===== src/rtl/pcsi_pkg.sv =====
// shared types, constants and helpers for the palette collector
package pcsi_pkg;

  localparam int IDX_W          = 4;
  localparam int MAX_SLOTS      = 2 ** IDX_W;
  localparam int CNT_W          = IDX_W + 1;
  localparam int COLOUR_W       = 8;
  localparam int RGB_W          = 3 * COLOUR_W;
  localparam int CMD_W          = 2;
  localparam int ENTRIES_DEFAULT = 16;

  localparam logic [CMD_W-1:0] CMD_PIXEL = 2'd0;
  localparam logic [CMD_W-1:0] CMD_END   = 2'd1;
  localparam logic [CMD_W-1:0] CMD_READ  = 2'd2;

  // commands from the controller to the datapath
  typedef struct packed {
    logic             pixel;
    logic             eoi;
    logic             read;
    logic             sort;
    logic             parity;
    logic             emit;
    logic             emit_last;
    logic [IDX_W-1:0] emit_idx;
  } pcsi_cmd_t;

  // status from the datapath back to the controller
  typedef struct packed {
    logic             grown;
    logic [CNT_W-1:0] count;
  } pcsi_status_t;

  // grey fallback: index * 17 is the index nibble repeated
  function automatic logic [COLOUR_W-1:0] grey_level(input logic [IDX_W-1:0] idx);
    return {idx, idx};
  endfunction

endpackage


===== src/rtl/pcsi_ctrl.sv =====
// controller: request decode, sort pass sequencing and index-map emission
module pcsi_ctrl (
  input  logic                      clk,
  input  logic                      rst,
  input  logic                      start,
  input  logic [pcsi_pkg::CMD_W-1:0] cmd_code,
  input  pcsi_pkg::pcsi_status_t    status,
  output logic                      busy,
  output pcsi_pkg::pcsi_cmd_t       dp_cmd
);
  import pcsi_pkg::*;

  localparam logic [1:0] ST_IDLE = 2'd0;
  localparam logic [1:0] ST_SORT = 2'd1;
  localparam logic [1:0] ST_EMIT = 2'd2;

  logic [1:0]       state;
  logic [1:0]       state_next;
  logic [IDX_W-1:0] step;
  logic [IDX_W-1:0] step_next;
  logic             accept;
  logic             at_end;

  assign busy   = (state != ST_IDLE);
  assign accept = start && !busy;
  // step has reached the final entry (count - 1)
  assign at_end = ({1'b0, step} == (status.count - CNT_W'(1)));

  always_comb begin
    dp_cmd           = '0;
    dp_cmd.pixel     = accept && (cmd_code == CMD_PIXEL);
    dp_cmd.eoi       = accept && (cmd_code == CMD_END);
    dp_cmd.read      = accept && (cmd_code == CMD_READ);
    dp_cmd.sort      = (state == ST_SORT);
    dp_cmd.parity    = step[0];
    dp_cmd.emit      = (state == ST_EMIT);
    dp_cmd.emit_last = (state == ST_EMIT) && at_end;
    dp_cmd.emit_idx  = step;
  end

  always_comb begin
    state_next = state;
    step_next  = step;
    case (state)
      ST_IDLE: begin
        if (accept && (cmd_code == CMD_END) && status.grown) begin
          state_next = ST_SORT;
          step_next  = '0;
        end
      end
      ST_SORT: begin
        // count passes of odd-even transposition cover the count-1 tail entries
        if (at_end) begin
          state_next = ST_EMIT;
          step_next  = '0;
        end else begin
          step_next = step + IDX_W'(1);
        end
      end
      ST_EMIT: begin
        if (at_end) begin
          state_next = ST_IDLE;
        end else begin
          step_next = step + IDX_W'(1);
        end
      end
      default: begin
        state_next = ST_IDLE;
      end
    endcase
  end

  always_ff @(posedge clk) begin
    if (rst) begin
      state <= ST_IDLE;
      step  <= '0;
    end else begin
      state <= state_next;
      step  <= step_next;
    end
  end

endmodule


===== src/rtl/pcsi_datapath.sv =====
// datapath: palette registers, parallel match, compare-swap sorter, result register
module pcsi_datapath #(
  parameter int ENTRIES = pcsi_pkg::ENTRIES_DEFAULT
) (
  input  logic                          clk,
  input  logic                          rst,
  input  pcsi_pkg::pcsi_cmd_t           dp_cmd,
  input  logic [pcsi_pkg::COLOUR_W-1:0] red,
  input  logic [pcsi_pkg::COLOUR_W-1:0] green,
  input  logic [pcsi_pkg::COLOUR_W-1:0] blue,
  input  logic [pcsi_pkg::IDX_W-1:0]    entry_index,
  output pcsi_pkg::pcsi_status_t        status,
  output logic                          valid,
  output logic [pcsi_pkg::COLOUR_W-1:0] out_red,
  output logic [pcsi_pkg::COLOUR_W-1:0] out_green,
  output logic [pcsi_pkg::COLOUR_W-1:0] out_blue,
  output logic [pcsi_pkg::IDX_W-1:0]    out_index,
  output logic                          last
);
  import pcsi_pkg::*;

  localparam int CAP = (ENTRIES < MAX_SLOTS) ? ENTRIES : MAX_SLOTS;
  localparam int AW  = $clog2(CAP);

  logic [RGB_W-1:0] store      [CAP];
  logic [RGB_W-1:0] store_next [CAP];
  logic [CNT_W-1:0] count;
  logic [CNT_W-1:0] count_next;
  logic             grown;
  logic             grown_next;
  logic [RGB_W-1:0] pix_rgb;
  logic             hit;
  logic [IDX_W-1:0] rd_addr;
  logic             rd_used;
  logic [RGB_W-1:0] rd_rgb;
  logic [COLOUR_W-1:0] grey;

  assign pix_rgb = {red, green, blue};
  assign status.grown = grown;
  assign status.count = count;

  always_comb begin
    hit = 1'b0;
    for (int i = 0; i < CAP; i++) begin
      if ((CNT_W'(i) < count) && (store[i] == pix_rgb)) begin
        hit = 1'b1;
      end
    end
  end

  always_comb begin
    store_next = store;
    count_next = count;
    grown_next = grown;
    if (dp_cmd.pixel && !hit && (count < CNT_W'(CAP))) begin
      store_next[count[AW-1:0]] = pix_rgb;
      count_next = count + CNT_W'(1);
      grown_next = 1'b1;
    end
    if (dp_cmd.eoi) begin
      grown_next = 1'b0;
    end
    if (dp_cmd.sort) begin
      // entry 0 stays put; disjoint pairs of one parity swap when out of order
      for (int j = 1; j < CAP - 1; j++) begin
        if (((j & 1) == int'(dp_cmd.parity)) && (CNT_W'(j + 1) < count) &&
            (store[j] > store[j + 1])) begin
          store_next[j]     = store[j + 1];
          store_next[j + 1] = store[j];
        end
      end
    end
  end

  assign rd_addr = dp_cmd.emit ? dp_cmd.emit_idx : entry_index;
  assign rd_used = ({1'b0, rd_addr} < count);
  assign rd_rgb  = store[rd_addr[AW-1:0]];
  assign grey    = grey_level(rd_addr);

  always_ff @(posedge clk) begin
    store <= store_next;
    if (dp_cmd.emit || dp_cmd.read) begin
      if (rd_used) begin
        out_red   <= rd_rgb[RGB_W-1 -: COLOUR_W];
        out_green <= rd_rgb[COLOUR_W +: COLOUR_W];
        out_blue  <= rd_rgb[COLOUR_W-1:0];
      end else begin
        out_red   <= grey;
        out_green <= grey;
        out_blue  <= grey;
      end
      out_index <= rd_addr;
      last      <= dp_cmd.read || dp_cmd.emit_last;
    end
  end

  always_ff @(posedge clk) begin
    if (rst) begin
      count <= '0;
      grown <= 1'b0;
      valid <= 1'b0;
    end else begin
      count <= count_next;
      grown <= grown_next;
      valid <= dp_cmd.emit || dp_cmd.read;
    end
  end

endmodule


===== src/rtl/palette_collect_sort_index_top.sv =====
// top level of the palette collector with sorted index map
// Pixel (cmd 0) and read (cmd 2) requests are taken one per cycle with busy low; a pixel gives
// no result, a read gives one result in the cycle after it is taken. An end-of-image request
// (cmd 1) after the palette grew raises busy for count passes of the
// compare-swap sorter over the palette registers, then one result per entry on consecutive
// cycles with last on the final one. The receiver cannot stall: each result is shown on the
// result ports for exactly one cycle, marked by valid. No clearing pass after reset.
module palette_collect_sort_index_top #(
  parameter int ENTRIES = pcsi_pkg::ENTRIES_DEFAULT
) (
  input  logic                          clk,
  input  logic                          rst,
  input  logic                          start,
  output logic                          busy,
  input  logic [pcsi_pkg::CMD_W-1:0]    cmd,
  input  logic [pcsi_pkg::COLOUR_W-1:0] red,
  input  logic [pcsi_pkg::COLOUR_W-1:0] green,
  input  logic [pcsi_pkg::COLOUR_W-1:0] blue,
  input  logic [pcsi_pkg::IDX_W-1:0]    entry_index,
  output logic                          valid,
  output logic [pcsi_pkg::COLOUR_W-1:0] out_red,
  output logic [pcsi_pkg::COLOUR_W-1:0] out_green,
  output logic [pcsi_pkg::COLOUR_W-1:0] out_blue,
  output logic [pcsi_pkg::IDX_W-1:0]    out_index,
  output logic                          last
);
  import pcsi_pkg::*;

  localparam int CAP = (ENTRIES < MAX_SLOTS) ? ENTRIES : MAX_SLOTS;

  pcsi_cmd_t    dp_cmd;
  pcsi_status_t status;

  pcsi_ctrl u_ctrl (
    .clk      (clk),
    .rst      (rst),
    .start    (start),
    .cmd_code (cmd),
    .status   (status),
    .busy     (busy),
    .dp_cmd   (dp_cmd)
  );

  pcsi_datapath #(
    .ENTRIES (ENTRIES)
  ) u_datapath (
    .clk         (clk),
    .rst         (rst),
    .dp_cmd      (dp_cmd),
    .red         (red),
    .green       (green),
    .blue        (blue),
    .entry_index (entry_index),
    .status      (status),
    .valid       (valid),
    .out_red     (out_red),
    .out_green   (out_green),
    .out_blue    (out_blue),
    .out_index   (out_index),
    .last        (last)
  );

`ifndef SYNTHESIS
  // palette never fills past its capacity
  assert property (@(posedge clk) disable iff (rst)
    status.count <= CNT_W'(CAP))
    else $error("palette count beyond capacity");

  // busy only rises after an end-of-image request was taken
  assert property (@(posedge clk) disable iff (rst)
    $rose(busy) |-> $past(start && !busy && (cmd == CMD_END)))
    else $error("busy rose without an end-of-image request");

  // the final emission shows up next cycle as a result marked last
  assert property (@(posedge clk) disable iff (rst)
    dp_cmd.emit_last |=> (valid && last))
    else $error("final index-map result missing or not marked last");

  // sorting only happens while busy and never with a read or pixel request
  assert property (@(posedge clk) disable iff (rst)
    dp_cmd.sort |-> (busy && !dp_cmd.read && !dp_cmd.pixel))
    else $error("sort step outside a busy period");
`endif

endmodule

===== config.mk =====
export PLATFORM = sky130hd
export DESIGN_NAME = palette_collect_sort_index_top
export DESIGN_NICKNAME = d
export VERILOG_FILES = /design/src/rtl/pcsi_pkg.sv /design/src/rtl/pcsi_ctrl.sv /design/src/rtl/pcsi_datapath.sv /design/src/rtl/palette_collect_sort_index_top.sv
export SDC_FILE = /design/constraint.sdc
export NUM_CORES = 2
export LEC_CHECK = 0
export ABC_AREA = 1
export BUFFER_PORTS_ARGS = -buffer_cell sky130_fd_sc_hd__buf_4
export CAP_MARGIN = 20
export CORE_ASPECT_RATIO = 1.25
export CORE_MARGIN = 2
export CORE_UTILIZATION = 40
export CTS_BUF_LIST = sky130_fd_sc_hd__clkbuf_4
export DETAILED_ROUTE_END_ITERATION = 8
export PLACE_DENSITY = 0.54
export SYNTH_ARGS = -nofsm -noshare
export SYNTH_HDL_FRONTEND = slang
export SYNTH_HIERARCHICAL = 1
export SYNTH_SLANG_ARGS = --single-unit

===== constraint.sdc =====
create_clock -name clk -period 6 [get_ports clk]
set_input_delay 0.3 -clock clk [delete_from_list [all_inputs] [get_ports clk]]
set_output_delay 0.3 -clock clk [all_outputs]
set_load 0.005 [all_outputs]

---- Word level (Yosys, flattened, before mapping) ----
Index checks and enable logic that the tools add are counted.
storage, ports and cells
  bits in registers ....................... 426
  input bits .............................. 33
  output and inout port bits .............. 31
  word-level logic and storage cells ...... 209
operators by class
  add/sub/neg operators ................... 3
  $lt $le $gt $ge ......................... 35
  eq/ne operators ......................... 25
  muxes and demuxes ....................... 53
  bitwise logic cells ..................... 3
  reduce and logical (&&, ||, !) cells .... 64
operators with widths
  cell                   number
  $mux W48               17
  $mux W360              2
  $bwmux W384            1
  $eq A24 B24 Y1         16
  $gt A24 B24 Y1         14
  $bmux W24 S4           1
  $demux W24 S4          1
  $mux W24               3
  $logic_and A1 B1 Y1    53
  $lt A4 B5 Y1 const A   8
  $mux W8                3
  $lt A3 B5 Y1 const A   4
  $mux W1                16
  $mux W4                4
  $pmux W4 S3            1
  $ge A5 B5 Y1 const B   2
  $lt A1 B5 Y1 const A   2
  $lt A2 B5 Y1 const A   2
  $not A4 Y5             2
  $mux W2                3
  $pmux W2 S3            1
  $reduce_and A3 Y1      2
  $add A5 B1 Y5 const B  1
  $eq A4 B5 Y1           1
  other kinds (16)       23

---- Logic depth before layout (Yosys ltp) ----
  depth after elaboration ................. 40
  depth in mapped cells ................... 21
  depth with buffers taken out ............ 17

---- Cells and area by module ----
Netlist, hierarchy kept.
modules (own cells, without submodules)
  module         instances  cells each  area each (um2)
  pcsi_datapath  1          7131        41406.0
  pcsi_ctrl      1          111         659.4

---- Worst setup path after synthesis ----
OpenSTA, ideal clock, no wires.
  path type ............................... reg-to-reg
  start point ............................. reg u_datapath.count[3]
  end point ............................... reg u_datapath/store[360] (netlist name) (enable)
  arrival ................................. 3.438 ns
  data required time ...................... 5.565 ns
  path slack .............................. 2.126 ns
  cell stages (with the launch flop) ...... 15
  buffers on the path ..................... 3
  path through ............................ dfxtp_1 buf_2 nor2_1 inv_1 o21ai_2 o21ai_1 nand3_1 nor2_1 nor2_1 nand2_1 nor2_2 nand2_4 buf_2 buf_2 nor3_1
on the way
  cells in the longest elaborated chain, start to end .. 21
  elaborated cells on any way between the ends .. 52
  those cells by class .................... order compare: 17; mux: 16; reduce/logical: 19
ends and longest elaborated chain
  item                     line                  text
  from (decl)              pcsi_datapath.sv:27   logic [CNT_W-1:0] count;
  from (signal assigned)   pcsi_datapath.sv:103  count <= count_next;
  $lt A1 B5 Y1             pcsi_datapath.sv:45   if ((CNT_W'(i) < count) && (store[i] == pix_rgb)) begin
  $logic_and A1 B1 Y1      pcsi_datapath.sv:45
  $mux W1 (16 in a row)    pcsi_datapath.sv:45
  $logic_not A1 Y1         pcsi_datapath.sv:55   if (dp_cmd.pixel && !hit && (count < CNT_W'(CAP))) begin
  $logic_and A1 B1 Y1      pcsi_datapath.sv:55
  $logic_and A1 B1 Y1 (*)  pcsi_datapath.sv:55
  to (signal assigned)     pcsi_datapath.sv:81   store <= store_next;
  to (decl)                pcsi_datapath.sv:25   logic [RGB_W-1:0] store [CAP];
Every way passes the cells marked *; elsewhere a longest branch is shown, timed or not.
A chain may end at the register's enable or synchronous reset.

==> results.txt <==
The flow ran to the end, and the final reports show no timing, DRC or antenna violations. For the worst setup path, the data arrival time is 5890 ps. For this block, wires on met1 add up to 86.4 mm.

The first global-routing pass estimated 341 mm of wire. The clock passes through at most 3 buffers. Across every metal layer, demand over resource in global routing totals 43.7%. Buffers inserted during clock tree synthesis total 139.

The transition at the pin with the smallest max-transition slack is 1230 ps. For the switching power total, the log shows 8.99 mW. In this run the post-CTS setup repair buffer count came out at 0. In this run, flip-flops and latches consume 27.0% of the power. The number of enable-type register cells in the synthesized netlist works out to 53.

For the post-route antenna net violation count, the log shows 0. For this run, the leading register cell type out of synthesis is dfxtp_1. The tools report the maximum clock skew at final layout as 88.7 ps. The switching fraction of total power is 54.2%. The detailed-route wire length was 243 mm; the synthesized cell area was 42100 µm². The clock-pin slew of the registers on the worst-case setup and hold paths came out at 70 ps. The number of storage elements in the synthesis netlist works out to 426. TritonCTS built the clock tree. The die covers 108000 µm². The run gives 21.9 nW as the static leakage. Number of antenna violations at the first check in global routing: 17. The slowest stage of the critical path is the o21ai_0 cell. The post-route netlist has 6.44% of its cells at a drive strength greater than 1.

The tool flagged a number of max-cap violations equal to 0. The total number of nets in the final design is 7530, and the logic gate share of total power is 53.0%. The routability congestion estimate from global placement was 1.11; the overall die width was 294 µm. The routed layout has 52100 vias. The highest signal layer in the routed design was met5.

The mean cell area of the mapped netlist was 5.81 µm²; the largest vdd supply drop was 250 µV. The later-pin clock latency in the skew report was 1220 ps. The detailed router finished its first iteration with 7303 violations.

The clock tree synthesis step divided the H-tree into 4 levels. The y dimension of the die works out to 367 µm. In this run the clock root is driven by a clkbuf_4. The number of buffers and inverters on the critical path is 4. After clock tree synthesis, the repair step resized 0 gates. At the worst endpoint, the required time is 7010 ps. After detailed routing, the average wire length per cell comes to 28.2 µm.

Number of search-and-repair iterations in the first detailed-routing pass: 9. The final total negative setup slack is 0 ps, and the ratio of routed vias to standard cells is 6.05. The floorplan step defined a core boundary enclosing 105000 µm². The tools report the number of max-slew violations in the final report as 0. At the end of the flow the core is filled with cells to 43.4%. During synthesis, Yosys emitted a total of 6 warnings. The sequential fraction of the synthesis area was 21.5%.

Setup repair after global routing left no endpoint under its margin. Wire segments on met2 add up to 102 mm in the final route. Clock tree synthesis found a total of 426 sinks.

Maximum single-stage delay on the critical path: 770 ps. For the number of failing hold endpoints at the final stage, the log shows 0. STA classifies the critical path startpoint as a register.

The number of nets handed over by synthesis was 7625. The kind of cell with the highest combined delay along the critical path is compound AO/OA/AOI/OAI gates. The placed instances occupy a cell area of 43200 µm².

The routed wire length on met3 was 27.8 mm; the overflow left after global routing was 0. Traced cell by cell, the critical path runs through inv_1 > ha_1 > inv_1 > or2_2 > o21ai_4 > clkinv_2 > buf_4 > o21ai_0 > a21oi_1 > o21ai_0 > o211ai_1 > nand2_1 > nand2_1 > nand2_1. The area added between synthesis and finish was 7.89%; the clock period minus worst slack was 4880 ps. Port buffering added 63 buffers.

Share of power burned in the clock network: 20.0%. The final worst-path cycle share works out to 81.3%. In this run the tightest slew margin relative to its limit is 17.5%. Count of final setup violators: 0.

Kind of path behind the tightest hold check: in -> reg. Entering global routing, the biggest net connects 135 pins. The number of distinct library cells after synthesis is 52, and the number of global-route vias before repair is 47600.

The run gives 35 as the number of hold buffers added after CTS. The initial cell density of the core is 40.2%. The initialized floorplan defines 133 standard-cell rows. The post-synthesis cell count came out at 7242. The logs give 0 for the DRC violation count after routing and 45400 µm² for the final instance area. In this run the worst path has a maximum fanout of 24.

The areal power density over the cells is 366 nW/µm². The tools report the kind of end point of the critical path as a register. Based on the critical path, the design can be clocked at up to 205 MHz. After filler insertion, the fill cell instance count of the layout stands at 11600. The wire-length estimate of the detail-placed layout is 169 mm.

Of all flip-flops after synthesis, the portion carrying an async set or reset was 0%. By instance count, the cell type seen most on the critical path is nand2_1. Critical path class: reg -> reg. 64 I/O pins were placed. The internal portion of the total power is 7.61 mW.
==> per-layer routing <==
layer / GRT usage, % / up-vias
met5: 0 / -
li1: - / 23400
met4: 39.3 / 4
met3: 11.3 / 1168
met1: 51.2 / 23800
met2: 65.3 / 3707
==> kinds of logic (layout without fill, tap and decap cells) <==
kind of cell / Yosys count / in the layout / share of synthesized area, %
DFF: 426 / 426 / 21.5
AOI/OAI and AO/OA: 1272 / 1272 / 16.1
and+or+nand+nor: 3804 / 3804 / 37.3
buffers and inverters: 1277 / 1283 / 12.3
adders and majority gates: 350 / 350 / 10.4
other: 0 / 10 / 0
xor gates and xnor gates: 113 / 113 / 2.35
==> synth_stat cells (51+ instances only) <==
library cell / n / share of area, %
clkbuf_1: 247 / 2.2
nand4_1: 137 / 2.0
nor3_1: 71 / 0.84
dfxtp_1: 373 / 18
nand3_1: 671 / 8.0
inv_1: 793 / 7.1
buf_4: 69 / 1.2
o22ai_1: 95 / 1.4
a21oi_1: 370 / 4.4
edfxtp_1: 53 / 3.8
nor2_1: 377 / 3.4
o21ai_0: 662 / 7.9
buf_2: 86 / 1.0
nand2_1: 2503 / 22
ha_1: 350 / 10
xnor2_1: 74 / 1.5
o21ai_1: 51 / 0.61
==> worst reg2reg max path, delay by kind of cell (launching register included) <==
kind | cells | cell delay, ps
AOI/OAI and AO/OA | 5 | 1710
adders and majority gates | 1 | 490
buffers and inverters | 4 | 1310
DFF | 1 | 360
and+or+nand+nor | 4 | 790
==> registers in the layout, summed over array words and instances (netlist names) <==
name,count
u_datapath/store,384
u_datapath/out_blue,8
u_datapath/out_green,8
u_datapath/out_red,8
u_datapath/count,5
u_ctrl/step,4
u_datapath/out_index,4
u_ctrl/state,2
u_datapath/grown,1
u_datapath/last,1
u_datapath/valid,1
==> power groups by stage <==
| stage | logic, mW | registers [mW] | clock network, mW |
|---|---|---|---|
| global route | 9.33 | 4.48 | 3.50 |
| detailed placement | 8.28 | 4.48 | 0 |
| global placement | 8.22 | 4.47 | 0 |
| finish | 8.80 | 4.48 | 3.32 |
| CTS | 8.34 | 4.41 | 3.36 |
| floorplan | 5.16 | 4.01 | 0 |
==> layout by cell type, fill, tap and decap left out, types with 8 or more instances in the layout <==
cell type      synthesis  routed
o221ai_1               8       8
edfxtp_1              53      53
o21a_1                10      10
nor3_1                71      70
clkbuf_4               0     202
dlygate4sd3_1          0      35
clkinv_2               0      10
o211ai_1              33      33
buf_12                 0      10
inv_1                793     792
a21oi_1              370     370
xnor2_1               74      74
a211oi_1               9       9
buf_4                 69     167
xor2_1                39      39
inv_2                 24      28
nand3_1              671     669
diode_2                0      10
dfxtp_1              373     373
clkinv_1               7      32
ha_1                 350     349
o22ai_1               95      95
or2_2                  9       9
o21ai_1               51      50
o21ai_0              662     661
nor2_2                 9       8
o21bai_1               8       8
nand4_1              137     137
nand2_1             2503    2501
nor2_1               377     376
==> metrics by stage <==
step	power, mW	std cells	setup WS [ps]	hold WS (ps)
2_1_floorplan	9.17	7242	2130	369
3_3_place_gp	12.7	8318	1290	481
3_5_place_dp	12.8	8319	1260	488
4_1_cts	16.1	8596	1500	20.9
5_1_grt	17.3	8605	1110	51.8
6_report	16.6	8608	1120	121
==> cell type report <==
cell class | count | area, µm² | share of cell area, %
sequential | 426 | 9060 | 20.0
antenna | 10 | 25.0 | 0.0551
timing repair buffer | 215 | 1850 | 4.08
tap | 1350 | 1690 | 3.72
multi-input combinational | 5539 | 27900 | 61.5
inverter | 826 | 3110 | 6.85
clock inverter | 41 | 244 | 0.538
clock buffer | 201 | 1510 | 3.32
==> final timing paths <==
kind	slack, ps	end	startpoint	cells after the start
worst max-delay path	1120	u_datapath/out_red[5]	u_ctrl/state[0]	14
worst min-delay path	120	u_datapath/store[374]	green[6]	2
worst max register to register	1120	u_datapath/out_red[5]	u_ctrl/state[0]	14
worst min register to register	500	u_datapath/store[35]	u_datapath/store[11]	2
Note: power is estimated with default switching activity, not from simulation.
